===== src/hw/rtl/mcwsm_pkg.sv =====
// ----------------------------------------------------------------------------
// mcwsm_pkg
// Shared types and constants of the multi-channel wheel speed meter.
// ----------------------------------------------------------------------------
package mcwsm_pkg;

  // default sizes
  localparam int unsigned CHANNELS_DEF      = 8;
  localparam int unsigned HISTORY_DEPTH_DEF = 16;
  localparam int unsigned TIME_WIDTH_DEF    = 32;

  // field widths
  localparam int unsigned OP_W      = 2;
  localparam int unsigned CH_FIELD_W = 3;
  localparam int unsigned TS_FIELD_W = 32;
  localparam int unsigned WHOLE_W   = 8;
  localparam int unsigned HUND_W    = 7;

  // configuration port
  localparam int unsigned CFG_IDX_W = 2;
  localparam int unsigned CFG_W     = 27;
  localparam int unsigned STALE_W   = 8;
  localparam int unsigned TPS_W     = 27;

  localparam logic [CFG_IDX_W-1:0] REG_STALE_LIMIT = 2'd0;
  localparam logic [CFG_IDX_W-1:0] REG_TICKS_PER_S = 2'd1;

  localparam logic [STALE_W-1:0] STALE_LIMIT_RST = 8'd2;
  localparam logic [TPS_W-1:0]   TPS_RST         = 27'd1000000;
  localparam logic [STALE_W-1:0] STALE_MAX       = 8'd255;

  // fixed-point speed, two decimal digits, saturated at 255.99
  localparam int unsigned          QW    = 15;
  localparam logic [QW-1:0]        Q_MAX = 15'd25599;
  localparam int unsigned          CENTS = 100;

  // q / 100 by reciprocal, exact for q below 43690
  localparam int unsigned PROD_W    = 28;
  localparam int unsigned DEC_RECIP = 5243;
  localparam int unsigned DEC_SHIFT = 19;

  typedef enum logic [OP_W-1:0] {
    OP_PULSE  = 2'd0,
    OP_TICK   = 2'd1,
    OP_REPORT = 2'd2
  } op_e;

  typedef enum logic [2:0] {
    ST_IDLE,
    ST_RD_OLD,
    ST_RD_NEW,
    ST_SPAN,
    ST_DIV,
    ST_EMIT
  } state_e;

  // control from sequencer to history store
  typedef struct packed {
    logic pulse;
    logic tick;
    logic rd_en;
    logic rd_newest;
  } hist_ctrl_t;

  // one channel result ahead of decimal split
  typedef struct packed {
    logic [CH_FIELD_W-1:0] ch;
    logic [QW-1:0]         q;
    logic                  last;
  } res_t;

endpackage


===== src/hw/rtl/mcwsm_out_stage.sv =====
// ----------------------------------------------------------------------------
// mcwsm_out_stage
// Splits a speed into whole and hundredths and holds the result item.
// ----------------------------------------------------------------------------
module mcwsm_out_stage (
  input  logic                             clk_i,
  input  logic                             rst_ni,
  input  logic                             load_i,
  input  mcwsm_pkg::res_t                  res_i,
  output logic                             load_ready_o,
  output logic                             out_valid_o,
  input  logic                             out_ready_i,
  output logic [mcwsm_pkg::CH_FIELD_W-1:0] report_channel_o,
  output logic [mcwsm_pkg::WHOLE_W-1:0]    speed_whole_o,
  output logic [mcwsm_pkg::HUND_W-1:0]     speed_hundredths_o,
  output logic                             last_o
);

  localparam int unsigned QW = mcwsm_pkg::QW;

  logic                            s1_v_q;
  mcwsm_pkg::res_t                 s1_res_q;
  logic [mcwsm_pkg::WHOLE_W-1:0]   s1_whole_q;
  logic                            out_v_q;
  logic [mcwsm_pkg::PROD_W-1:0]    prod;
  logic [QW-1:0]                   hund_full;
  logic                            move;

  // whole part by reciprocal multiply
  assign prod = mcwsm_pkg::PROD_W'(res_i.q) * mcwsm_pkg::PROD_W'(mcwsm_pkg::DEC_RECIP);

  // remainder after the registered whole part
  assign hund_full = s1_res_q.q - QW'(s1_whole_q) * QW'(mcwsm_pkg::CENTS);

  assign move         = s1_v_q && (!out_v_q || out_ready_i);
  assign load_ready_o = !s1_v_q;

  // stage valid flags
  always_ff @(posedge clk_i or negedge rst_ni) begin
    if (!rst_ni) begin
      s1_v_q  <= 1'b0;
      out_v_q <= 1'b0;
    end else begin
      if (move) begin
        out_v_q <= 1'b1;
      end else if (out_ready_i) begin
        out_v_q <= 1'b0;
      end
      if (load_i) begin
        s1_v_q <= 1'b1;
      end else if (move) begin
        s1_v_q <= 1'b0;
      end
    end
  end

  // payload registers
  always_ff @(posedge clk_i) begin
    if (load_i) begin
      s1_res_q   <= res_i;
      s1_whole_q <= prod[mcwsm_pkg::DEC_SHIFT +: mcwsm_pkg::WHOLE_W];
    end
    if (move) begin
      report_channel_o   <= s1_res_q.ch;
      speed_whole_o      <= s1_whole_q;
      speed_hundredths_o <= hund_full[mcwsm_pkg::HUND_W-1:0];
      last_o             <= s1_res_q.last;
    end
  end

  assign out_valid_o = out_v_q;

endmodule


===== config.mk =====
export PLATFORM = sky130hd
export DESIGN_NAME = mcwsm_out_stage
export DESIGN_NICKNAME = d
export VERILOG_FILES = /design/src/hw/rtl/mcwsm_pkg.sv /design/src/hw/rtl/mcwsm_out_stage.sv
export SDC_FILE = /design/constraint.sdc
export NUM_CORES = 1
export LEC_CHECK = 0
export BUFFER_PORTS_ARGS = -buffer_cell sky130_fd_sc_hd__buf_2
export CORE_MARGIN = 4
export CORE_UTILIZATION = 30
export DETAILED_ROUTE_END_ITERATION = 10
export SKIP_LAST_GASP = 1
export SLEW_MARGIN = 20
export SYNTH_ARGS = -nofsm -noshare
export SYNTH_HDL_FRONTEND = slang
export SYNTH_SLANG_ARGS = --single-unit

===== constraint.sdc =====
create_clock -name clk_i -period 3 [get_ports clk_i]
set_input_delay 0.3 -clock clk_i [delete_from_list [all_inputs] [get_ports clk_i]]
set_output_delay 0.3 -clock clk_i [all_outputs]
set_load 0.02 [all_outputs]

==> metrics <==
status=finished with violations; failing checks=setup timing; Synth area leaders=fa_1 (28%), ha_1 (26%), edfxtp_1 (23%); Max H-tree Level=2; Slowest-stage cell, CP=fa_1; Slowest Stage Delay on Critical Path=0.52 ns; Worst EP arrival=between 4 and 5 ns; Max VDD drop=approximately 0.45 mV; DRC Markers=0; Ant. Diodes=0; syn_nets=roughly 630; CTS tree=done; initial antenna violation count=0; area grow syn2layout=33.90%; Leak=about 3.2 nW; FF+latch count, synth=40; maximum clock rate=~240 MHz; DP Area=about 6000 µm²; Total GRT Usage=0.1163; r2r startpoint=s1_whole_q[0]; WP data required=approximately 3.0 ns; final net count=between 700 and 800; first-pass GRT wire length=~17 mm; switching power=2.716 mW; Wirelength per Cell=13.37 µm; critical path class=input pin to flop; worst hold path endpoint=s1_res_q[16]; Worst-Skew Late Latency=0.28 ns; row count=between 40 and 50; final setup TNS=-8.710 ns; root buffer cell=clkbuf_16; Placed Cells=between 700 and 800; PnR worst setup slack=-1.194 ns; FF-to-FF path depth=6; ANT nets after route=0; Mapped Area=~5000 µm²; number of global-route vias before repair=approximately 3700; Slew Viols, Final=0; Pre-antenna DRT Iters=4; full die area=between 15000 and 20000 µm²; core footprint=approximately 16000 µm²; Tightest Pin Transition=slightly above 0.8 ns; CTS Buf Count=5; Initial Utilization=0.3091; Max Clock Skew=~0.0024 ns; HP Class=input pin to flop; internal power=~3.7 mW; Seq pwr share=0.141; clock network power share=0.091; drt initial violations=69; FF-to-FF End=speed_hundredths_o[6]; PortBufs=43; P per Cell Area=roughly 960 nW/µm²; Yosys warning total=0; layout cell share with drive strength beyond 1=0.3364; Mapped Cells=about 430; relative slew slack=0.4503; Hold Path Cell Cnt=1; final worst-path cycle share=1.398; Mean Syn Cell Area=between 10 and 15 µm²; Die Y=136.6 µm; Clock Sinks=40; R2R Setup Slk=1.25 ns; Worst path top cell family by delay=adder cells; post-synth cell types=37; Vias=around 3300; setup violators final=8; final instance area=between 6000 and 7000 µm²; pin count of the biggest net entering global routing=21; Ports=44; FF+latch area=roughly 1200 µm²; Die W=roughly 140 µm; sequential share of the synthesized area=0.2400; most used cell, CP=fa_1; DP Wirelength=roughly 9 mm; Max Cap Violations=0; worst-path cell chain=buf_12 > fa_1 > ha_1 > inv_1 > fa_1 > inv_1 > fa_1 > inv_2 > fa_1 > inv_2 > ha_4 > a21oi_4 > nand2_2 > a221o_1 > or3b_1 > mux2i_2 > a2111oi_2; final WL=a little over 10 mm; fin crit period=approximately 4.2 ns; Sw Ratio=0.4242; Clock transition at path regs=approximately 0.050 ns; critical path peak fanout=7; Final GP Congestion=between 0.8 and 0.9; Fillers=1502; combined area of the multi-input logic cells=~3700 µm²; unrepaired setup endpoints after global routing=yes; Final Hold Fails=0; startpoint types=input pin; commonest cells after routing, fill and taps aside=inv_1 (116), ha_1 (79), fa_1 (67); CP bufs+invs=5; total grt overflow=0; area fraction of the dominant cell type after synthesis=0.2783; combinational share of power=0.767; Clock Path Buffers=2; final cell count without fillers=766; Via density=approximately 4.3; most common cell after layout, fill and taps aside=inv_1; Worst setup EP type=flop; min-delay src=res_i[16]; Synth area leader=fa_1
==> cell families (layout without fill, tap and decap cells) <==
family,count (synthesis),after routing,share of synthesized area
and+or+nand+nor,39,39,0.03983
DFF,40,40,0.2400
adders and majority gates,172,172,0.5379
xor gates and xnor gates,16,16,0.02823
buffers and inverters,130,247,0.09831
muxes,2,2,0.004033
AOI/OAI and AO/OA,34,34,0.05168
==> routing by layer <==
metal,vias to the layer above,global-route usage,routed length (µm)
met5,-,0,0
li1,1616,-,-
met2,46,0.2136,5318
met1,1589,0.1480,4429
met3,9,0.01176,384
met4,0,0.02408,108
==> synth_stat cells <==
cell type,number
nor3_1,4
a41oi_1,1
dfrtp_1,2
nand4_1,3
a21oi_1,9
nor2b_1,4
o311ai_1,1
o31ai_1,1
o21ai_0,2
a21boi_1,1
a21boi_0,1
and2_1,1
a221oi_1,1
xor2_1,1
a2111oi_0,1
o21ai_1,1
mux2i_1,2
a221o_1,1
and3_1,1
nor3b_1,1
a21o_1,7
o211ai_2,1
nand3_1,4
nand2b_1,2
nand2_1,9
o21bai_2,1
o31ai_2,2
nor2_1,8
edfxtp_1,38
or3b_1,1
xnor2_1,15
ha_1,103
fa_1,69
nand4b_1,1
a31oi_2,1
o21bai_1,2
inv_1,130
==> how the worst max path moves through the flow <==
stage | slack, ns | endpoint | startpoint | depth (start not counted)
floorplan | -1.14 | s1_whole_q[7] | res_i[11] | 15
CTS | -1.22 | s1_whole_q[5] | res_i[10] | 16
global placement | -1.61 | s1_whole_q[7] | res_i[11] | 16
detailed placement | -1.73 | s1_whole_q[7] | res_i[11] | 16
finish | -1.19 | s1_whole_q[1] | res_i[13] | 17
global route | -1.34 | s1_whole_q[1] | res_i[13] | 17
==> power by group through the flow <==
| stage | Combinational [mW] | Clock [mW] | Sequential [mW] |
|---|---|---|---|
| CTS | 4.63 | 0.594 | 0.908 |
| floorplan | 3.02 | 0 | 0.986 |
| global route | 5.51 | 0.616 | 0.919 |
| finish | 4.91 | 0.583 | 0.906 |
| global placement | 4.25 | 0 | 0.911 |
| detailed placement | 4.39 | 0 | 0.919 |
==> through the flow <==
stage	power [mW]	hold slack [ns]	setup WS (ns)	utilization
2_1_floorplan	4.004	0.004409	-1.142	-
3_3_place_gp	5.163	0.08428	-1.613	0.3810
3_5_place_dp	5.310	0.08971	-1.733	0.3810
4_1_cts	6.136	0.1954	-1.217	0.4056
5_1_grt	7.041	0.1965	-1.345	0.4139
6_report	6.404	0.2037	-1.194	0.4139
==> final cells by class <==
class | count | share of cell area
Timing Repair Buffer | 109 | 0.1239
Clock inverter | 2 | 0.005271
Sequential cell | 40 | 0.1792
Multi-Input combinational cell | 263 | 0.5572
Tap cell | 216 | 0.04066
Inverter | 130 | 0.07436
Clock buffer | 6 | 0.01939
==> sequential cells by signal, indices dropped and copies added, names as in the netlist <==
| name | cells |
|---|---|
| last_o | 1 |
| out_valid_o | 1 |
| report_channel_o | 3 |
| s1_res_q | 11 |
| s1_v_q | 1 |
| s1_whole_q | 8 |
| speed_hundredths_o | 7 |
| speed_whole_o | 8 |
==> worst reg2reg max path, cell delays in order (launching register included) <==
cell and delay [ns]:
edfxtp_1 0.47, ha_1 0.25, fa_1 0.41, inv_1 0.07
a21o_1 0.11, a21oi_1 0.07, xnor2_1 0.12
==> timing repair <==
action                                  CTS  global route
setup buffers                             4             3
hold endpoints to repair                  2             0
endpoints found under the setup margin    8             8
hold buffers                              1             0
pin swaps                                30             9
resized for setup                        46            22
Power figures use the tool's default switching activity.
