### src/hw/rtl/mcwsm_pkg.sv
// ----------------------------------------------------------------------------
// mcwsm_pkg
// Shared types and constants of the multi-channel wheel speed meter.
// ----------------------------------------------------------------------------
package mcwsm_pkg;

  // default sizes
  localparam int unsigned CHANNELS_DEF      = 8;
  localparam int unsigned HISTORY_DEPTH_DEF = 16;
  localparam int unsigned TIME_WIDTH_DEF    = 32;

  // field widths
  localparam int unsigned OP_W      = 2;
  localparam int unsigned CH_FIELD_W = 3;
  localparam int unsigned TS_FIELD_W = 32;
  localparam int unsigned WHOLE_W   = 8;
  localparam int unsigned HUND_W    = 7;

  // configuration port
  localparam int unsigned CFG_IDX_W = 2;
  localparam int unsigned CFG_W     = 27;
  localparam int unsigned STALE_W   = 8;
  localparam int unsigned TPS_W     = 27;

  localparam logic [CFG_IDX_W-1:0] REG_STALE_LIMIT = 2'd0;
  localparam logic [CFG_IDX_W-1:0] REG_TICKS_PER_S = 2'd1;

  localparam logic [STALE_W-1:0] STALE_LIMIT_RST = 8'd2;
  localparam logic [TPS_W-1:0]   TPS_RST         = 27'd1000000;
  localparam logic [STALE_W-1:0] STALE_MAX       = 8'd255;

  // fixed-point speed, two decimal digits, saturated at 255.99
  localparam int unsigned          QW    = 15;
  localparam logic [QW-1:0]        Q_MAX = 15'd25599;
  localparam int unsigned          CENTS = 100;

  // q / 100 by reciprocal, exact for q below 43690
  localparam int unsigned PROD_W    = 28;
  localparam int unsigned DEC_RECIP = 5243;
  localparam int unsigned DEC_SHIFT = 19;

  typedef enum logic [OP_W-1:0] {
    OP_PULSE  = 2'd0,
    OP_TICK   = 2'd1,
    OP_REPORT = 2'd2
  } op_e;

  typedef enum logic [2:0] {
    ST_IDLE,
    ST_RD_OLD,
    ST_RD_NEW,
    ST_SPAN,
    ST_DIV,
    ST_EMIT
  } state_e;

  // control from sequencer to history store
  typedef struct packed {
    logic pulse;
    logic tick;
    logic rd_en;
    logic rd_newest;
  } hist_ctrl_t;

  // one channel result ahead of decimal split
  typedef struct packed {
    logic [CH_FIELD_W-1:0] ch;
    logic [QW-1:0]         q;
    logic                  last;
  } res_t;

endpackage

### src/hw/rtl/mcwsm_history.sv
// ----------------------------------------------------------------------------
// mcwsm_history
// Per-channel timestamp rings, ring pointers, fill flags and staleness counts.
// ----------------------------------------------------------------------------
module mcwsm_history #(
  parameter int unsigned CHANNELS      = mcwsm_pkg::CHANNELS_DEF,
  parameter int unsigned HISTORY_DEPTH = mcwsm_pkg::HISTORY_DEPTH_DEF,
  parameter int unsigned TIME_WIDTH    = mcwsm_pkg::TIME_WIDTH_DEF,
  localparam int unsigned CW = (CHANNELS > 1) ? $clog2(CHANNELS) : 1
) (
  input  logic                          clk_i,
  input  logic                          rst_ni,
  input  mcwsm_pkg::hist_ctrl_t         ctrl_i,
  input  logic [CW-1:0]                 wr_ch_i,
  input  logic [TIME_WIDTH-1:0]         wr_ts_i,
  input  logic [CW-1:0]                 rd_ch_i,
  output logic [TIME_WIDTH-1:0]         rd_data_o,
  output logic [mcwsm_pkg::STALE_W-1:0] rd_stale_o
);

  localparam int unsigned PW        = $clog2(HISTORY_DEPTH);
  localparam int unsigned AW        = CW + PW;
  localparam int unsigned MEM_DEPTH = CHANNELS * (2 ** PW);

  logic [PW-1:0]                 ptr_q     [CHANNELS];
  logic                          wrapped_q [CHANNELS];
  logic [mcwsm_pkg::STALE_W-1:0] stale_q   [CHANNELS];

  logic [TIME_WIDTH-1:0] mem_q [MEM_DEPTH];
  logic [TIME_WIDTH-1:0] rd_raw_q;
  logic                  rd_valid_q;

  logic [PW-1:0] wr_ptr, wr_ptr_nxt, rd_ptr, rd_idx;
  logic          rd_wrap, rd_valid;

  // pointer bookkeeping
  always_comb begin
    wr_ptr     = ptr_q[wr_ch_i];
    wr_ptr_nxt = (wr_ptr == PW'(HISTORY_DEPTH - 1)) ? '0 : wr_ptr + 1'b1;
    rd_ptr     = ptr_q[rd_ch_i];
    rd_wrap    = wrapped_q[rd_ch_i];
  end

  // oldest entry sits at the pointer, newest just before it
  always_comb begin
    if (ctrl_i.rd_newest) begin
      rd_idx   = (rd_ptr == '0) ? PW'(HISTORY_DEPTH - 1) : rd_ptr - 1'b1;
      rd_valid = rd_wrap || (rd_ptr != '0);
    end else begin
      rd_idx   = rd_ptr;
      rd_valid = rd_wrap;
    end
  end

  assign rd_stale_o = stale_q[rd_ch_i];

  // per-channel control state
  always_ff @(posedge clk_i or negedge rst_ni) begin
    if (!rst_ni) begin
      for (int c = 0; c < CHANNELS; c++) begin
        ptr_q[c]     <= '0;
        wrapped_q[c] <= 1'b0;
        stale_q[c]   <= '0;
      end
    end else begin
      if (ctrl_i.tick) begin
        for (int c = 0; c < CHANNELS; c++) begin
          if (stale_q[c] != mcwsm_pkg::STALE_MAX) begin
            stale_q[c] <= stale_q[c] + 1'b1;
          end
        end
      end
      if (ctrl_i.pulse) begin
        ptr_q[wr_ch_i]   <= wr_ptr_nxt;
        stale_q[wr_ch_i] <= '0;
        if (wr_ptr == PW'(HISTORY_DEPTH - 1)) begin
          wrapped_q[wr_ch_i] <= 1'b1;
        end
      end
    end
  end

  // timestamp memory, one write and one registered read
  always_ff @(posedge clk_i) begin
    if (ctrl_i.pulse) begin
      mem_q[AW'({wr_ch_i, wr_ptr})] <= wr_ts_i;
    end
    if (ctrl_i.rd_en) begin
      rd_raw_q <= mem_q[AW'({rd_ch_i, rd_idx})];
    end
  end

  // never-written entries read as zero
  always_ff @(posedge clk_i or negedge rst_ni) begin
    if (!rst_ni) begin
      rd_valid_q <= 1'b0;
    end else if (ctrl_i.rd_en) begin
      rd_valid_q <= rd_valid;
    end
  end

  assign rd_data_o = rd_valid_q ? rd_raw_q : '0;

endmodule

### config.mk
export PLATFORM = sky130hd
export DESIGN_NAME = mcwsm_history
export DESIGN_NICKNAME = d
export VERILOG_FILES = /design/src/hw/rtl/mcwsm_pkg.sv /design/src/hw/rtl/mcwsm_history.sv
export SDC_FILE = /design/constraint.sdc
export NUM_CORES = 2
export LEC_CHECK = 0
export ABC_AREA = 1
export BUFFER_PORTS_ARGS = -buffer_cell sky130_fd_sc_hd__buf_2
export CORE_ASPECT_RATIO = 1.4
export CORE_MARGIN = 4
export CORE_UTILIZATION = 60
export CTS_CLUSTER_DIAMETER = 80
export DETAILED_ROUTE_END_ITERATION = 12
export PLACE_DENSITY = 0.74
export RECOVER_POWER = 25
export SYNTH_ARGS = -nofsm -noshare
export SYNTH_HDL_FRONTEND = slang
export SYNTH_SLANG_ARGS = --single-unit
export TNS_END_PERCENT = 1
### constraint.sdc
create_clock -name clk_i -period 7.2 [get_ports clk_i]
set_clock_uncertainty 0.2 [all_clocks]
set_input_delay 0.36 -clock clk_i [delete_from_list [all_inputs] [get_ports clk_i]]
set_output_delay 0.36 -clock clk_i [all_outputs]
set_load 0.1 [all_outputs]
==> reports/metrics.yaml <==
sta:
  worst_pin_slew_ns: 4.99
  final_max_slew_viol_count: 2393
  fmax_ghz: 0.182
  fin_crit_ns: 5.48
  finalHoldViolations: 0
  rsz0062_at_grt: "false"
  setup_viol: 0
  maxSlewHeadroom_pct: -233
  tns_ns: 0
  fin_crit_sh_pct: 76.2
  worst_slack_ns: 1.72
clocking:
  htree_levels: 5
  clk-insertion-delay-late_ns: 0.94
  cts.path.max_buffers: 4
  cts_tree: "yes"
  clkTransAtPathRegs_ns: 0.06
  clkSinkCount: 4233
  post-cts-setup-buffers: 0
  cts-root-buf: "clkbuf_16"
  cts_buffers: 384
routing:
  first_pass_iters: 10
  drt_first_iter_violations: 17767
  antenna_left: 0
  post_drt_wl_per_cell_microns: 27.9
  wirelength_mm: 508
  drc: 0
  vias: 117863
  vias_per_cell: 6.46
grt:
  antenna_found_initial: 14
  grt_pass1_vias: 112185
  grtUsageTotal_pct: 33.9
  grt.overflow.total: 0
  grt_max_degree: 155
  grt_pass1_wl_mm: 737
power_and_ir_drop:
  p_total_mw: 60.4
  leakagePower_nw: 65.1
  vdd_ir_drop_max_uv: 242
  power.density_nw_per_um2: 319
yosys:
  synthesis.area_sq_um: 172000
  syn-num-nets: 14365
  synthTopCellsByArea: "edfxtp_1 (72%), nand3_1 (13%), nand2_1 (8.9%), buf_2 (1.9%), dfrtp_1 (1.5%)"
  syn_area_per_cell_sq_um: 12.0
  synth_seq_cells: 4233
  synthFlopType: "edfxtp_1"
  async_flop_share_pct: 2.48
  synth.distinct_cells: 37
  yosys.area.top_type: "edfxtp_1"
  syn_inst: 14310
  synth_edf_count: 4128
  ys_seq_area_share_pct: 73.7
  ys_warn_count: 0
  synth_top_area_share_pct: 72.1
status:
  status: "finished, violations left"
  violations: "capacitance limit, slew limit"
critical_path:
  path_class: "primary input to flip-flop"
  cp-end-kind: "flip-flop"
  path_max_fanout: 90
  startpoint_type: "primary input"
  crit_arrival_ns: 6.07
  critPathRequiredTime_ns: 7.78
floorplan:
  fp.dieArea_sq_um: 295000
  initial_core_util_pct: 60.3
  die_w_microns: 460
  dieHeight_microns: 641
  design.core.area_sq_um: 285000
  num_rows: 232
  pin_count: 84
worst_hold_path:
  hp-class: "primary input to flip-flop"
finish:
  nets: 14224
  layout-drive-gt1-share_pct: 7.31
  syn2layout_area_growth_pct: 10.1
  fill_cells: 19837
job:
  cap_violations: 45
place:
  gp_congestion: 0.916
  dp_slack_ns: 0.963
  dp_hpwl_mm: 294
  port_buffers: 83
-- cell families after synthesis --
family                     synth area share (%)
buffers and inverters                      3.26
DFF                                        73.7
adders and majority gates                0.0801
xor gates and xnor gates                 0.0714
AOI/OAI and AO/OA                         0.746
and+or+nand+nor                            22.2
-- sequential cells by signal, indices dropped and copies added (netlist names) --
| name | cells |
|---|---|
| rd_raw_q | 32 |
| stale_q | 64 |
| rd_valid_q | 1 |
| wrapped_q | 8 |
| mem_q | 4096 |
| ptr_q | 32 |
-- critical path, cell delays in order --
cell,delay [ns]
clkbuf_8,0.32
inv_6,0.77
nand2_1,0.13
nand3_1,0.13
nand3_2,0.19
nand2_4,0.20
ha_1,0.19
nand2_1,0.06
nand3_1,0.16
nand2_1,0.12
nor2_4,0.86
buf_4,0.45
buf_4,0.38
nand3_1,0.13
nand3_1,0.24
nand3_1,0.22
nand3_1,0.37
nand3_1,0.46
nand2_1,0.20
-- timing repair --
item | CTS | global route
hold buffers | 38 | 0
endpoints found under the hold margin | 1437 | 0
endpoints found under the setup margin | 0 | 0
resized for setup | 0 | 0
-- through the flow --
| step | cells | hold slack (ns) | instance area [sq um] | utilization [%] |
|---|---|---|---|---|
| floorplan | 14310 | -0.136 | 172000 | - |
| global placement | 17489 | 0.103 | 177000 | 61.9 |
| detailed placement | 17489 | 0.107 | 177000 | 61.9 |
| CTS | 18226 | 0.0144 | 189000 | 66.4 |
| global route | 18228 | 0.140 | 189000 | 66.4 |
| finish | 18233 | 0.0992 | 189000 | 66.4 |
-- synthesized netlist by cell type, types with 9 or more instances --
library cell	instances
nand3_1	4327
edfxtp_1	4128
nand2_1	4077
buf_2	649
nor2_1	199
clkbuf_1	189
inv_1	171
o21ai_0	115
dfrtp_1	105
a21oi_1	76
buf_1	50
buf_6	44
buf_4	40
nor3_1	35
a31oi_1	14
ha_1	11
nand4_1	9
xor2_1	9
-- layout make-up --
type | instances | area, sq um | share of cell area (%)
sequential | 4233 | 127000 | 66.9
multi-input combinational | 8928 | 40800 | 21.5
clock buffer | 472 | 10200 | 5.37
tap | 3744 | 4680 | 2.48
timing repair buffer | 445 | 4030 | 2.13
clock inverter | 227 | 2280 | 1.20
inverter | 177 | 678 | 0.358
antenna | 7 | 17.5 | 0.00926
-- cell usage in the layout, fill, tap and decap left out, drive strengths merged, types with 9 or more instances in the layout --
master | netlist | layout
clkinvlp | 0 | 10
dfrtp | 105 | 105
o21ai | 116 | 116
nor3 | 35 | 35
nand2 | 4084 | 4084
dlygate4sd3 | 0 | 37
ha | 11 | 11
buf | 783 | 357
bufinv | 0 | 44
a31oi | 14 | 14
a21oi | 76 | 76
nand3 | 4332 | 4332
clkinv | 1 | 166
edfxtp | 4128 | 4128
nor2 | 200 | 200
inv | 176 | 184
nand4 | 10 | 10
clkbuf | 189 | 523
xor2 | 9 | 9
-- report_power, final --
part | switching, mW | leakage (nW) | internal (mW)
Combinational | 9.10 | 20.6 | 3.09
Sequential | 0.221 | 38.5 | 27.4
Clock | 8.96 | 6.08 | 11.6
-- per-layer routing --
metal	vias up	GRT usage (%)	part of all wire (%)
li1	50907	-	-
met1	57315	43.4	34
met2	8118	52.4	46
met3	1517	6.31	12
met4	6	24.5	8.8
met5	-	0	0.0091
-- worst paths after layout --
path	startpoint	end	cells after the start	slack, ns
hold reg to reg	wrapped_q[7]	wrapped_q[7]	2	0.26
setup reg to reg	ptr_q[0]	rd_raw_q[30]	15	1.89
min in group asynchronous	rst_ni	stale_q[7]	4	0.66
max in group asynchronous	rst_ni	rd_valid_q	4	5.01
setup / recovery	rd_ch_i[0]	rd_raw_q[23]	19	1.72
hold / removal	ctrl_i[3]	ptr_q[29]	3	0.1
No activity file was read; power rests on OpenSTA's default activity.
