File: config.mk
export PLATFORM = sky130hd
export DESIGN_NAME = mcwsm_serial_div
export DESIGN_NICKNAME = d
export VERILOG_FILES = /design/src/hw/rtl/mcwsm_pkg.sv /design/src/hw/rtl/mcwsm_serial_div.sv
export SDC_FILE = /design/constraint.sdc
export NUM_CORES = 1
export LEC_CHECK = 0
export BUFFER_PORTS_ARGS = -buffer_cell sky130_fd_sc_hd__buf_2
export CORE_MARGIN = 3
export CORE_UTILIZATION = 47
export CTS_BUF_LIST = sky130_fd_sc_hd__clkbuf_16
export DETAILED_ROUTE_END_ITERATION = 12
export PLACE_DENSITY = 0.76
export SLEW_MARGIN = 40
export SYNTH_ARGS = -nofsm -noshare
export SYNTH_HDL_FRONTEND = slang
export SYNTH_SLANG_ARGS = --single-unit
export TNS_END_PERCENT = 1
File: constraint.sdc
create_clock -name clk_i -period 5.45 [get_ports clk_i]
set_input_delay 1.09 -clock clk_i [delete_from_list [all_inputs] [get_ports clk_i]]
set_output_delay 1.09 -clock clk_i [all_outputs]
set_load 0.05 [all_outputs]
File: src/hw/rtl/mcwsm_pkg.sv
// ----------------------------------------------------------------------------
// mcwsm_pkg
// Shared types and constants of the multi-channel wheel speed meter.
// ----------------------------------------------------------------------------
package mcwsm_pkg;

  // default sizes
  localparam int unsigned CHANNELS_DEF      = 8;
  localparam int unsigned HISTORY_DEPTH_DEF = 16;
  localparam int unsigned TIME_WIDTH_DEF    = 32;

  // field widths
  localparam int unsigned OP_W      = 2;
  localparam int unsigned CH_FIELD_W = 3;
  localparam int unsigned TS_FIELD_W = 32;
  localparam int unsigned WHOLE_W   = 8;
  localparam int unsigned HUND_W    = 7;

  // configuration port
  localparam int unsigned CFG_IDX_W = 2;
  localparam int unsigned CFG_W     = 27;
  localparam int unsigned STALE_W   = 8;
  localparam int unsigned TPS_W     = 27;

  localparam logic [CFG_IDX_W-1:0] REG_STALE_LIMIT = 2'd0;
  localparam logic [CFG_IDX_W-1:0] REG_TICKS_PER_S = 2'd1;

  localparam logic [STALE_W-1:0] STALE_LIMIT_RST = 8'd2;
  localparam logic [TPS_W-1:0]   TPS_RST         = 27'd1000000;
  localparam logic [STALE_W-1:0] STALE_MAX       = 8'd255;

  // fixed-point speed, two decimal digits, saturated at 255.99
  localparam int unsigned          QW    = 15;
  localparam logic [QW-1:0]        Q_MAX = 15'd25599;
  localparam int unsigned          CENTS = 100;

  // q / 100 by reciprocal, exact for q below 43690
  localparam int unsigned PROD_W    = 28;
  localparam int unsigned DEC_RECIP = 5243;
  localparam int unsigned DEC_SHIFT = 19;

  typedef enum logic [OP_W-1:0] {
    OP_PULSE  = 2'd0,
    OP_TICK   = 2'd1,
    OP_REPORT = 2'd2
  } op_e;

  typedef enum logic [2:0] {
    ST_IDLE,
    ST_RD_OLD,
    ST_RD_NEW,
    ST_SPAN,
    ST_DIV,
    ST_EMIT
  } state_e;

  // control from sequencer to history store
  typedef struct packed {
    logic pulse;
    logic tick;
    logic rd_en;
    logic rd_newest;
  } hist_ctrl_t;

  // one channel result ahead of decimal split
  typedef struct packed {
    logic [CH_FIELD_W-1:0] ch;
    logic [QW-1:0]         q;
    logic                  last;
  } res_t;

endpackage

File: src/hw/rtl/mcwsm_serial_div.sv
// ----------------------------------------------------------------------------
// mcwsm_serial_div
// Bit-serial restoring divider, one quotient bit per cycle, saturated result.
// ----------------------------------------------------------------------------
module mcwsm_serial_div #(
  parameter int unsigned NW = 38,
  parameter int unsigned TW = 32
) (
  input  logic                     clk_i,
  input  logic                     rst_ni,
  input  logic                     start_i,
  input  logic [NW-1:0]            dividend_i,
  input  logic [TW-1:0]            divisor_i,
  output logic                     done_o,
  output logic [mcwsm_pkg::QW-1:0] quot_o
);

  localparam int unsigned CNTW = $clog2(NW);
  localparam int unsigned QW   = mcwsm_pkg::QW;

  logic [NW-1:0]   num_q;
  logic [TW-1:0]   dvs_q;
  logic [TW-1:0]   rem_q, rem_d;
  logic [QW-1:0]   q_q;
  logic            ovf_q;
  logic [CNTW-1:0] cnt_q;
  logic            busy_q, done_q;

  logic [TW:0] rem_sh;
  logic        ge;

  // one restoring step
  always_comb begin
    rem_sh = {rem_q, num_q[NW-1]};
    ge     = rem_sh >= {1'b0, dvs_q};
    rem_d  = ge ? TW'(rem_sh - {1'b0, dvs_q}) : rem_sh[TW-1:0];
  end

  // sequencing
  always_ff @(posedge clk_i or negedge rst_ni) begin
    if (!rst_ni) begin
      busy_q <= 1'b0;
      done_q <= 1'b0;
      cnt_q  <= '0;
    end else begin
      done_q <= 1'b0;
      if (start_i) begin
        busy_q <= 1'b1;
        cnt_q  <= '0;
      end else if (busy_q) begin
        cnt_q <= cnt_q + 1'b1;
        if (cnt_q == CNTW'(NW - 1)) begin
          busy_q <= 1'b0;
          done_q <= 1'b1;
        end
      end
    end
  end

  // datapath shift registers
  always_ff @(posedge clk_i) begin
    if (start_i) begin
      num_q <= dividend_i;
      dvs_q <= divisor_i;
      rem_q <= '0;
      q_q   <= '0;
      ovf_q <= 1'b0;
    end else if (busy_q) begin
      num_q <= {num_q[NW-2:0], 1'b0};
      rem_q <= rem_d;
      q_q   <= {q_q[QW-2:0], ge};
      ovf_q <= ovf_q | q_q[QW-1];
    end
  end

  assign done_o = done_q;
  assign quot_o = (ovf_q || (q_q > mcwsm_pkg::Q_MAX)) ? mcwsm_pkg::Q_MAX : q_q;

endmodule

==> summary.md, run 1 <==
| Metric | Value |
|---|---|
| Final Cycle Share | 60.1% |
| Final min period | 3.27 ns |
| Slowest cell on crit path | o31ai_4 |
| Grt met3 use | 5.81% |
| Routability-driven placement congestion ratio | 0.932 |
| Initial Util | 48.9% |
| Antenna diodes | 0 |
| CORE AREA | 14,800 um^2 |
| CP Buf/Inv Count | 2 |
| Peak supply drop | 0.201 mV |
| Synthesis Warnings | 0 |
| CTS tree | built |
| # Max-Cap Violations | 0 |
| Final Hold Slack | 0.504 ns |
| Unrepaired setup endpoints after global routing | false |
| First-pass DRT Iterations | 7 |
| Drc violations | 0 |
| Global-route wire length before repair | 26,900 um |
| Skew-Pair Late Insertion Delay | 0.42 ns |
| CP Class | reg -> reg |
| Die area | 16,900 um^2 |
| Largest net degree at the start of global routing | 83 |
| Met1 Usage GRT | 27.5% |
| Async SR Flop Fraction | 6.35% |
| Post-CTS Resized | 0 |
| Worst hold path type | reg -> reg |
| CTS Buffer Depth | 2 |
| Via total after detailed routing | 5,683 |
| Crit path max-delay family | compound AO/OA/AOI/OAI gates |
| Most Crowded Layer GR | met2 |
| Share of the synthesized area in the top cell type | 29.0% |
| Finished Cell Area | 8330 um^2 |
| Vias in the first global route | 5,577 |
| Avg Inst Size Synth | 10.1 um^2 |
| Drt initial violations | 384 |
| EDFF count, synth | 70 |
| CP most frequent cell | nand3_1 |
| Clk sinks | 126 |
| Row cnt | 44 |
| Layout fillers | 1,285 |
| Status | finished clean |
| Cell area power density | 288 nW/um^2 |
| Worst slew pin tran | 0.724 ns |
| Global Route Usage Sum | 19.9% |
| Worst-path clk slew | 0.06 ns |
| Post-Synthesis Cells | 716 |
| Met2 Use GR | 29.4% |
| Share of post-route cells with drive strength above 1 | 23.0% |
| Area after DPL | 7750 um^2 |
| Initial antenna violation count | 1 |
| Worst setup SP type | flip-flop |
| Setup crit end kind | flip-flop |
| Layout Skew | 0.0118 ns |
| Count of buffers from port buffering | 88 |
| Nets | 890 |
| Detail Route Antenna Nets | 0 |
| Non-filler cells, final | 979 |
| Die X | 130 um |
| Cell total after placement | 947 |
| Largest cells by area after synthesis | edfxtp_1 (29%), dfxtp_1 (13%), ha_1 (5.9%), mux2_2 (5.8%), nor2_1 (3.4%) |
| Detailed Place HPWL | 10,700 um |
| Synth area leader | edfxtp_1 |
| Post-CTS Setup Bufs | 0 |
| Leak | 0.00366 uW |
| Synth cell types | 70 |
| Syn nets | 824 |
| # setup viols final | 0 |
| H-tree depth | 4 |
| Slowest cell delay on critical path | 0.59 ns |
| Slew Viols, Final | 0 |
| Via density | 5.80 |
| CP Data Arrival Time | 3.59 ns |
| Critical Path, Cell by Cell | inv_1, ha_1, nand3_1, o21bai_1, nand3_1, a211oi_4, a21oi_4, o31ai_4, buf_4, nand2_1, a311oi_1 |
| Die Height | 130 um |
| Avg WL per Cell | 16.5 um |
| Worst endpoint required time | 5.77 ns |
| Slew margin rel. | 51.8% |
| Total power | 2400 uW |
| Yosys reg bits | 126 |
| IO Count | 89 |
| Sequential element share of the synthesized area | 45.0% |
| Area grow syn2layout | 15.0% |
| Final hold vios | 0 |
| CTS Root Cell | clkbuf_16 |
| Ys flop type | edfxtp_1 |
| Synthesized cell area | 7240 um^2 |
| Fmax | 305 MHz |
| Num CTS Buffers | 17 |
| CP Max Fanout | 18 |
| Total Neg Setup Slack | 0 ns |
| Global route overflow | 0 |
| Post-cts hold buffer count | 0 |
| DRT Wirelength | 16,200 um |
cells in the final DEF, fill, tap and decap left out, drive strengths merged, types with 17 or more instances in the layout:
| cell | n |
|---|---|
| o21ai | 38 |
| nand2 | 29 |
| inv | 45 |
| nand3 | 37 |
| ha | 34 |
| dfxtp | 48 |
| a21oi | 37 |
| edfxtp | 70 |
| a311oi | 23 |
| buf | 94 |
| clkbuf | 17 |
| nor2 | 66 |
| mux2 | 37 |
Yosys cell counts, drive strengths merged (3+ instances only):
| cell type | number |
|---|---|
| a2111oi | 3 |
| a211oi | 11 |
| a21o | 12 |
| a21oi | 37 |
| a311o | 3 |
| a311oi | 23 |
| a31oi | 8 |
| a41oi | 3 |
| and2 | 10 |
| and3 | 9 |
| buf | 24 |
| clkbuf | 23 |
| dfrtp | 8 |
| dfxtp | 48 |
| edfxtp | 70 |
| ha | 34 |
| inv | 42 |
| mux2 | 37 |
| mux2i | 16 |
| nand2 | 29 |
| nand2b | 16 |
| nand3 | 37 |
| nand4 | 8 |
| nor2 | 66 |
| nor3 | 6 |
| nor4 | 7 |
| o211ai | 3 |
| o21a | 5 |
| o21ai | 38 |
| o21bai | 6 |
| o31a | 3 |
| o31ai | 6 |
| o41ai | 3 |
| or2 | 5 |
| or3 | 5 |
| xnor2 | 16 |
| xor2 | 12 |
stage by stage:
stage,setup WS [ns],utilization [%]
floorplan,2.61,-
global placement,2.29,52.3
detailed placement,2.19,52.3
CTS,2.18,56.2
global route,1.95,56.3
finish,2.18,56.3
registers in the layout, summed over array words and instances, names as in the netlist:
register	flops
busy_q	1
cnt_q	6
done_o	1
dvs_q	32
num_q	38
ovf_q	1
q_q	15
rem_q	32
logic make-up after synthesis:
family / count (synthesis) / synth area share [%]
compound gates: 178 / 18.0
xor+xnor: 28 / 3.39
fa+ha+maj: 35 / 6.15
buf+inv: 89 / 5.28
flops: 126 / 45.0
mux: 53 / 7.96
simple gates: 207 / 14.2
worst register-to-register path, delay by kind of cell (launching register included):
kind / cells / cell delay, ns
compound gates: 5 / 1.55
simple gates: 3 / 0.52
buf+inv: 2 / 0.42
fa+ha+maj: 1 / 0.35
flops: 1 / 0.33
routing by layer:
| metal | wire length [um] | vias up | share of wire [%] |
|---|---|---|---|
| met3 | 1220 | 32 | 7.5 |
| met5 | 13 | - | 0.080 |
| met1 | 7420 | 2670 | 46 |
| met4 | 292 | 2 | 1.8 |
| li1 | - | 2788 | - |
| met2 | 7230 | 191 | 45 |
final timing paths:
path	cells past startpoint	slack, ns	from	endpoint
worst max-delay path	11	2.18	dvs_q[3]	rem_q[16]
worst max register to register	11	2.18	dvs_q[3]	rem_q[16]
worst min-delay path	2	0.50	q_q[0]	q_q[0]
min in group asynchronous	1	0.51	rst_ni	cnt_q[4]
worst min register to register	2	0.50	q_q[0]	q_q[0]
max in group asynchronous	1	4.77	rst_ni	busy_q
area by class of cell:
class | count | area [um^2] | area share (%)
Clock buffer | 17 | 425 | 5.11
Clock inverter | 15 | 156 | 1.88
Inverter | 42 | 158 | 1.89
Multi-Input combinational cell | 501 | 3610 | 43.3
Sequential cell | 126 | 3260 | 39.2
Tap cell | 184 | 230 | 2.76
Timing Repair Buffer | 94 | 492 | 5.90
where the power goes:
| group | internal, uW | leakage [uW] | switching (uW) |
|---|---|---|---|
| clock | 708 | 0.000293 | 404 |
| combinational | 96.3 | 0.00215 | 113 |
| sequential | 1060 | 0.00121 | 18.0 |
(Power assumes the default switching activity.)
==> run 2, diff against run 1 <==
--- a/config.mk
+++ b/config.mk
@@ -5,12 +5,13 @@
 export SDC_FILE = /design/constraint.sdc
 export NUM_CORES = 1
 export LEC_CHECK = 0
+export ABC_AREA = 1
 export BUFFER_PORTS_ARGS = -buffer_cell sky130_fd_sc_hd__buf_2
 export CORE_MARGIN = 3
 export CORE_UTILIZATION = 47
 export CTS_BUF_LIST = sky130_fd_sc_hd__clkbuf_16
 export DETAILED_ROUTE_END_ITERATION = 12
-export PLACE_DENSITY = 0.76
+export PLACE_DENSITY = 0.78
 export SLEW_MARGIN = 40
 export SYNTH_ARGS = -nofsm -noshare
 export SYNTH_HDL_FRONTEND = slang
==> constraint.sdc (replaced) <==
create_clock -name clk_i -period 2.73 [get_ports clk_i]
set_input_delay 0.546 -clock clk_i [delete_from_list [all_inputs] [get_ports clk_i]]
set_output_delay 0.546 -clock clk_i [all_outputs]
set_load 0.05 [all_outputs]
==> summary.md, run 2 <==
| Metric | Value |
|---|---|
| Status | finished clean |
| Reg2Reg Launch Point | dvs_q[30] |
| Final min period | 2.41 ns |
| Sequential element share of the synthesized area | 42.4% |
| Skew-Pair Late Insertion Delay | 0.42 ns |
| Via total after detailed routing | 6,812 |
| Clk sinks | 126 |
| CTS Root Cell | clkbuf_16 |
| Fmax | 415 MHz |
| Largest regs | num_q (38), dvs_q (32), rem_q (32) |
| Nets | 1,303 |
| Commonest cells after routing, fill and taps aside | nand2_1 (500), inv_1 (182), buf_2 (88) |
| FF+latch area | 3260 um^2 |
| Die X | 134 um |
| Post-synth top cells | nand2_1 (500), inv_1 (183), edfxtp_1 (70) |
| Pint | 3560 uW |
| Share of post-route cells with drive strength above 1 | 13.2% |
| Worst endpoint required time | 3.03 ns |
| First-pass DRT Iterations | 6 |
| Worst setup SP type | flip-flop |
| Count of buffers from port buffering | 88 |
| FF-to-FF End | rem_q[2] |
| Yosys reg bits | 126 |
| Synth cell types | 38 |
| # setup viols final | 0 |
| Area grow syn2layout | 16.2% |
| Vias in the first global route | 6,472 |
| Detail Route Antenna Nets | 0 |
| Multi-input logic area | 3580 um^2 |
| Largest cells by area after synthesis | edfxtp_1 (27%), nand2_1 (24%), dfxtp_1 (12%), inv_1 (8.9%), ha_1 (5.5%) |
| Die area | 18,000 um^2 |
| Cell area power density | 538 nW/um^2 |
| Post-CTS Resized | 0 |
| Drc violations | 0 |
| Switching Fraction | 26.2% |
| Final core occ | 56.1% |
| Hold_sp | divisor_i[13] |
| Syn nets | 1,213 |
| DRT Wirelength | 18,700 um |
| Leak | 0.00499 uW |
| Layout fillers | 1,543 |
| Synthesized cell area | 7700 um^2 |
| Sequential share of power | 44.5% |
| CP Max Fanout | 17 |
| Synthesis Warnings | 0 |
| Comb power frac | 9.3% |
| Hold path cells | 1 |
| Detailed Place HPWL | 13,700 um |
| Slew Viols, Final | 0 |
| Routability-driven placement congestion ratio | 0.985 |
| Most common cell in the synthesized netlist | nand2_1 |
| IO Count | 89 |
| Synth area leader | edfxtp_1 |
| H-tree depth | 4 |
| Drt initial violations | 472 |
| Setup crit end kind | flip-flop |
| Final Cycle Share | 88.2% |
| Initial antenna violation count | 1 |
| Max reg flops | 38 |
| EDFF count, synth | 70 |
| CTS tree | built |
| Initial Util | 48.3% |
| Row cnt | 46 |
| Num CTS Buffers | 17 |
| Commonest non-fill, non-tap cell in the layout | nand2_1 |
| Flop2flop setup slack | 0.32 ns |
| Peak supply drop | 0.411 mV |
| Global-route wire length before repair | 31,000 um |
| R2R cell count | 13 |
| Share of the synthesized area in the top cell type | 27.3% |
| Global route overflow | 0 |
| Async SR Flop Fraction | 6.35% |
| Worst hold path type | in -> reg |
| CP Class | reg -> reg |
| Global Route Usage Sum | 21.4% |
| Non-filler cells, final | 1,425 |
| CTS Buffer Depth | 2 |
| Slew margin rel. | 57.0% |
| CORE AREA | 15,900 um^2 |
| Total Neg Setup Slack | 0 ns |
| Worst hold endpoint | dvs_q[13] |
| Worst slew pin tran | 0.644 ns |
| Clock power frac | 46.1% |
| Avg Inst Size Synth | 6.97 um^2 |
| Avg WL per Cell | 13.1 um |
| CP Data Arrival Time | 2.71 ns |
| # Max-Cap Violations | 0 |
| Worst-path clk slew | 0.07 ns |
| Switch Pwr | 1260 uW |
| Die Height | 134 um |
| Post-Synthesis Cells | 1,105 |
| Reg with most FFs | num_q |
| Final hold vios | 0 |
| Unrepaired setup endpoints after global routing | false |
| Layout Skew | 0.0138 ns |
| Via density | 4.78 |
| Largest net degree at the start of global routing | 53 |
| Ys flop type | edfxtp_1 |
| Cell total after placement | 1,391 |
==> run 2: cell types whose count changed after synthesis, sizes merged, moves of 16 or more <==
cell    previous run  this run
nand3             37        67
a311oi            23         0
mux2i             16         0
nand2             29       507
inv               42       194
nand2b            16         0
mux2              37         0
o21ai             38        10
==> run 2: worst max-delay path, cell delays in order, from the launching register on <==
cell      delay [ns]
edfxtp_1        0.32
inv_1           0.04
ha_1            0.36
nand2_1         0.15
inv_2           0.05
nand2_1         0.13
inv_1           0.05
a21oi_1         0.20
nand2_1         0.17
nor2_8          0.24
buf_4           0.28
nand3_1         0.11
nand3_1         0.11
o21ai_1         0.08
==> run 2: area by class of cell <==
class / count / share of cell area [%]
multi-input cells: 759 / 40.0
inverters: 194 / 8.14
clock inverters: 15 / 1.71
flip-flops and latches: 126 / 36.5
diodes: 1 / 0.0280
well taps: 216 / 3.02
repair buffers: 97 / 5.84
clock buffers: 17 / 4.75
==> run 2: timing repair <==
| item | in CTS | in global routing |
|---|---|---|
| hold endpoints to repair | 8 | 0 |
| hold buffers | 1 | 0 |
| setup buffers | 0 | 0 |
==> run 2: per-layer routing <==
layer	up-vias	wire length [um]	GRT usage [%]
met3	33	1020	5.70
li1	3580	-	-
met2	167	8780	35.6
met5	-	0	0
met4	0	535	7.71
met1	3032	8400	26.9
==> run 2: cell families after synthesis <==
kind of cell	Yosys count	share of synthesized area [%]
AO/OA/AOI/OAI	56	4.09
flip-flops	126	42.4
AND/OR/NAND/NOR	653	34.9
XOR/XNOR	15	1.71
adder cells (fa/ha/maj)	35	5.78
buffers and inverters	220	11.1
==> run 2: power by group through the flow <==
stage | sequential, uW | clock (uW) | combinational, uW
6_report | 2150 | 2220 | 450
5_1_grt | 2160 | 2360 | 515
4_1_cts | 2150 | 2260 | 452
3_5_place_dp | 2180 | 0 | 445
3_3_place_gp | 2180 | 0 | 441
2_1_floorplan | 2170 | 0 | 304
==> run 2: how the worst max path moves through the flow <==
stage	cells past startpoint	startpoint	to
2_1_floorplan	4	start_i	num_q[0]
3_3_place_gp	15	dvs_q[30]	rem_q[30]
4_1_cts	15	dvs_q[7]	rem_q[2]
3_5_place_dp	15	dvs_q[8]	rem_q[2]
6_report	13	dvs_q[30]	rem_q[2]
5_1_grt	14	dvs_q[30]	rem_q[26]
==> run 2: metrics by stage <==
stage                     hold slack (ns)  total power [uW]  setup slack [ns]  area, um^2
after detailed placement            0.401              2630             0.353        8360
after floorplan                     0.250              2480             0.144        7700
after global routing                0.277              5030             0.127        8950
after CTS                           0.275              4860             0.338        8950
final                               0.292              4820             0.322        8950
after global placement              0.402              2620             0.346        8360
==> run 3, diff against run 2 <==
--- a/config.mk
+++ b/config.mk
@@ -8,10 +8,10 @@
 export ABC_AREA = 1
 export BUFFER_PORTS_ARGS = -buffer_cell sky130_fd_sc_hd__buf_2
 export CORE_MARGIN = 3
-export CORE_UTILIZATION = 47
+export CORE_UTILIZATION = 30
 export CTS_BUF_LIST = sky130_fd_sc_hd__clkbuf_16
 export DETAILED_ROUTE_END_ITERATION = 12
-export PLACE_DENSITY = 0.78
+export PLACE_DENSITY = 0.57
 export SLEW_MARGIN = 40
 export SYNTH_ARGS = -nofsm -noshare
 export SYNTH_HDL_FRONTEND = slang
==> summary.md, run 3 (synthesis results as in run 2) <==
| Metric | Value |
|---|---|
| Status | finished clean |
| Avg WL per Cell | 12.8 um |
| CTS Root Cell | clkbuf_16 |
| Cell area power density | 535 nW/um^2 |
| Skew-Pair Late Insertion Delay | 0.42 ns |
| # setup viols final | 0 |
| Detail Route Antenna Nets | 0 |
| Hold path cells | 1 |
| Worst hold endpoint | dvs_q[9] |
| Num CTS Buffers | 17 |
| Unrepaired setup endpoints after global routing | false |
| Hold_sp | divisor_i[9] |
| Worst endpoint required time | 3.04 ns |
| Max reg flops | 38 |
| CP Class | reg -> reg |
| Post-CTS Resized | 0 |
| Slew margin rel. | 54.4% |
| Flop2flop setup slack | 0.31 ns |
| IO Count | 89 |
| Final Cycle Share | 88.7% |
| Die area | 27,600 um^2 |
| Commonest cells after routing, fill and taps aside | nand2_1 (500), inv_1 (182), buf_2 (88) |
| Finished Cell Area | 9110 um^2 |
| Critical Path, Cell by Cell | inv_1, ha_1, nand2_1, inv_2, nand2_1, nand2_1, inv_2, nand3_2, nand2_1, nand2_1, nand2_4, nand2_8, nand2_2, nand2_1, nand2_1, nand2_1 |
| Reg with most FFs | num_q |
| Worst setup SP type | flip-flop |
| Area after DPL | 8520 um^2 |
| Peak supply drop | 0.272 mV |
| CP most frequent cell | nand2_1 |
| Final worst slack | 0.308 ns |
| Initial Util | 30.6% |
| Final core occ | 36.2% |
| Share of post-route cells with drive strength above 1 | 13.4% |
| Final Hold Slack | 0.296 ns |
| Detailed Place HPWL | 14,800 um |
| Area grow syn2layout | 18.4% |
| Layout Skew | 0.0129 ns |
| Global Route Usage Sum | 14.7% |
| DRT Wirelength | 19,800 um |
| CP Max Fanout | 33 |
| Final min period | 2.42 ns |
| Die Height | 166 um |
| Via density | 4.35 |
| Slew Viols, Final | 0 |
| Largest regs | num_q (38), dvs_q (32), rem_q (32) |
| CTS Buffer Depth | 2 |
| Initial antenna violation count | 2 |
| Via total after detailed routing | 6,711 |
| Worst slew pin tran | 0.684 ns |
| Final hold vios | 0 |
| Global-route wire length before repair | 33,200 um |
| CTS tree | built |
| Largest net degree at the start of global routing | 60 |
| Count of buffers from port buffering | 88 |
| H-tree depth | 4 |
| Row cnt | 58 |
| CP Data Arrival Time | 2.74 ns |
| Drt initial violations | 439 |
| Total Neg Setup Slack | 0 ns |
| Leak | 0.00502 uW |
| Routability-driven placement congestion ratio | 0.942 |
| Nets | 1,305 |
| DP Worst Slack | 0.298 ns |
| Die X | 166 um |
| R2R cell count | 16 |
| Slowest cell delay on critical path | 0.36 ns |
| Slowest cell on crit path | ha_1 |
| Fmax | 413 MHz |
| # Max-Cap Violations | 0 |
| Commonest non-fill, non-tap cell in the layout | nand2_1 |
| Vias in the first global route | 6,736 |
| Clk sinks | 126 |
| Worst hold path type | in -> reg |
| FF-to-FF End | rem_q[28] |
| First-pass DRT Iterations | 4 |
| Global route overflow | 0 |
| Drc violations | 0 |
| Worst-path clk slew | 0.07 ns |
| Setup crit end kind | flip-flop |
| CORE AREA | 25,200 um^2 |
| Reg2Reg Launch Point | dvs_q[8] |
## run 3: cell count changes in the layout (fill, tap and decap cells not counted)
cell	change
clkinvlp_4	-3
inv_8	+3
bufinv_16	-1
clkbuf_16	+1
buf_4	+2
clkinv_4	-2
clkinv_2	-1
inv_6	+2
inv_4	+1
## run 3: what timing repair did
item,4_1_cts,5_1_grt
buffers inserted,0,0
hold buffers,1,0
hold endpoints to repair,8,0
## run 3: area by class of cell
type                       count  area [um^2]
antenna                        1         2.50
timing repair buffer          99          538
inverter                     194          728
multi-input combinational    759         3580
fill                        2693        16100
tap                          330          413
sequential                   126         3260
clock buffer                  18          450
clock inverter                14          135
## run 3: per-stage QoR
step           power [uW]  std cells
2_1_floorplan        2480       1105
3_3_place_gp         2640       1507
3_5_place_dp         2640       1507
4_1_cts              4970       1540
5_1_grt              5110       1540
6_report             4880       1541
## run 3: worst max-delay path by stage
stage / start / to / slack (ns) / cells after the start
global route: dvs_q[8] / rem_q[28] / 0.05 / 14
global placement: dvs_q[8] / rem_q[28] / 0.27 / 16
floorplan: start_i / num_q[0] / 0.14 / 4
finish: dvs_q[8] / rem_q[28] / 0.31 / 16
detailed placement: dvs_q[8] / rem_q[28] / 0.30 / 16
CTS: dvs_q[8] / rem_q[28] / 0.28 / 16
## run 3: routing by layer
metal | GRT usage [%] | wire (um) | up-vias
met4 | 4.74 | 376 | 4
met2 | 24.4 | 9030 | 139
li1 | - | - | 3583
met5 | 0 | 27 | -
met3 | 3.67 | 924 | 29
met1 | 18.8 | 9400 | 2956
## run 3: power by group
part,leakage (uW),switching [uW],internal (uW)
clock,0.000293,1010,1270
combinational,0.00350,287,166
sequential,0.00122,31.7,2110
total,0.00502,1330,3550
## run 3: worst max-delay path, delay by kind of cell, from the launching register on
kind	cells	cell delay [ns]
adder cells (fa/ha/maj)	1	0.36
flip-flops	1	0.32
buffers and inverters	3	0.15
AND/OR/NAND/NOR	12	1.45
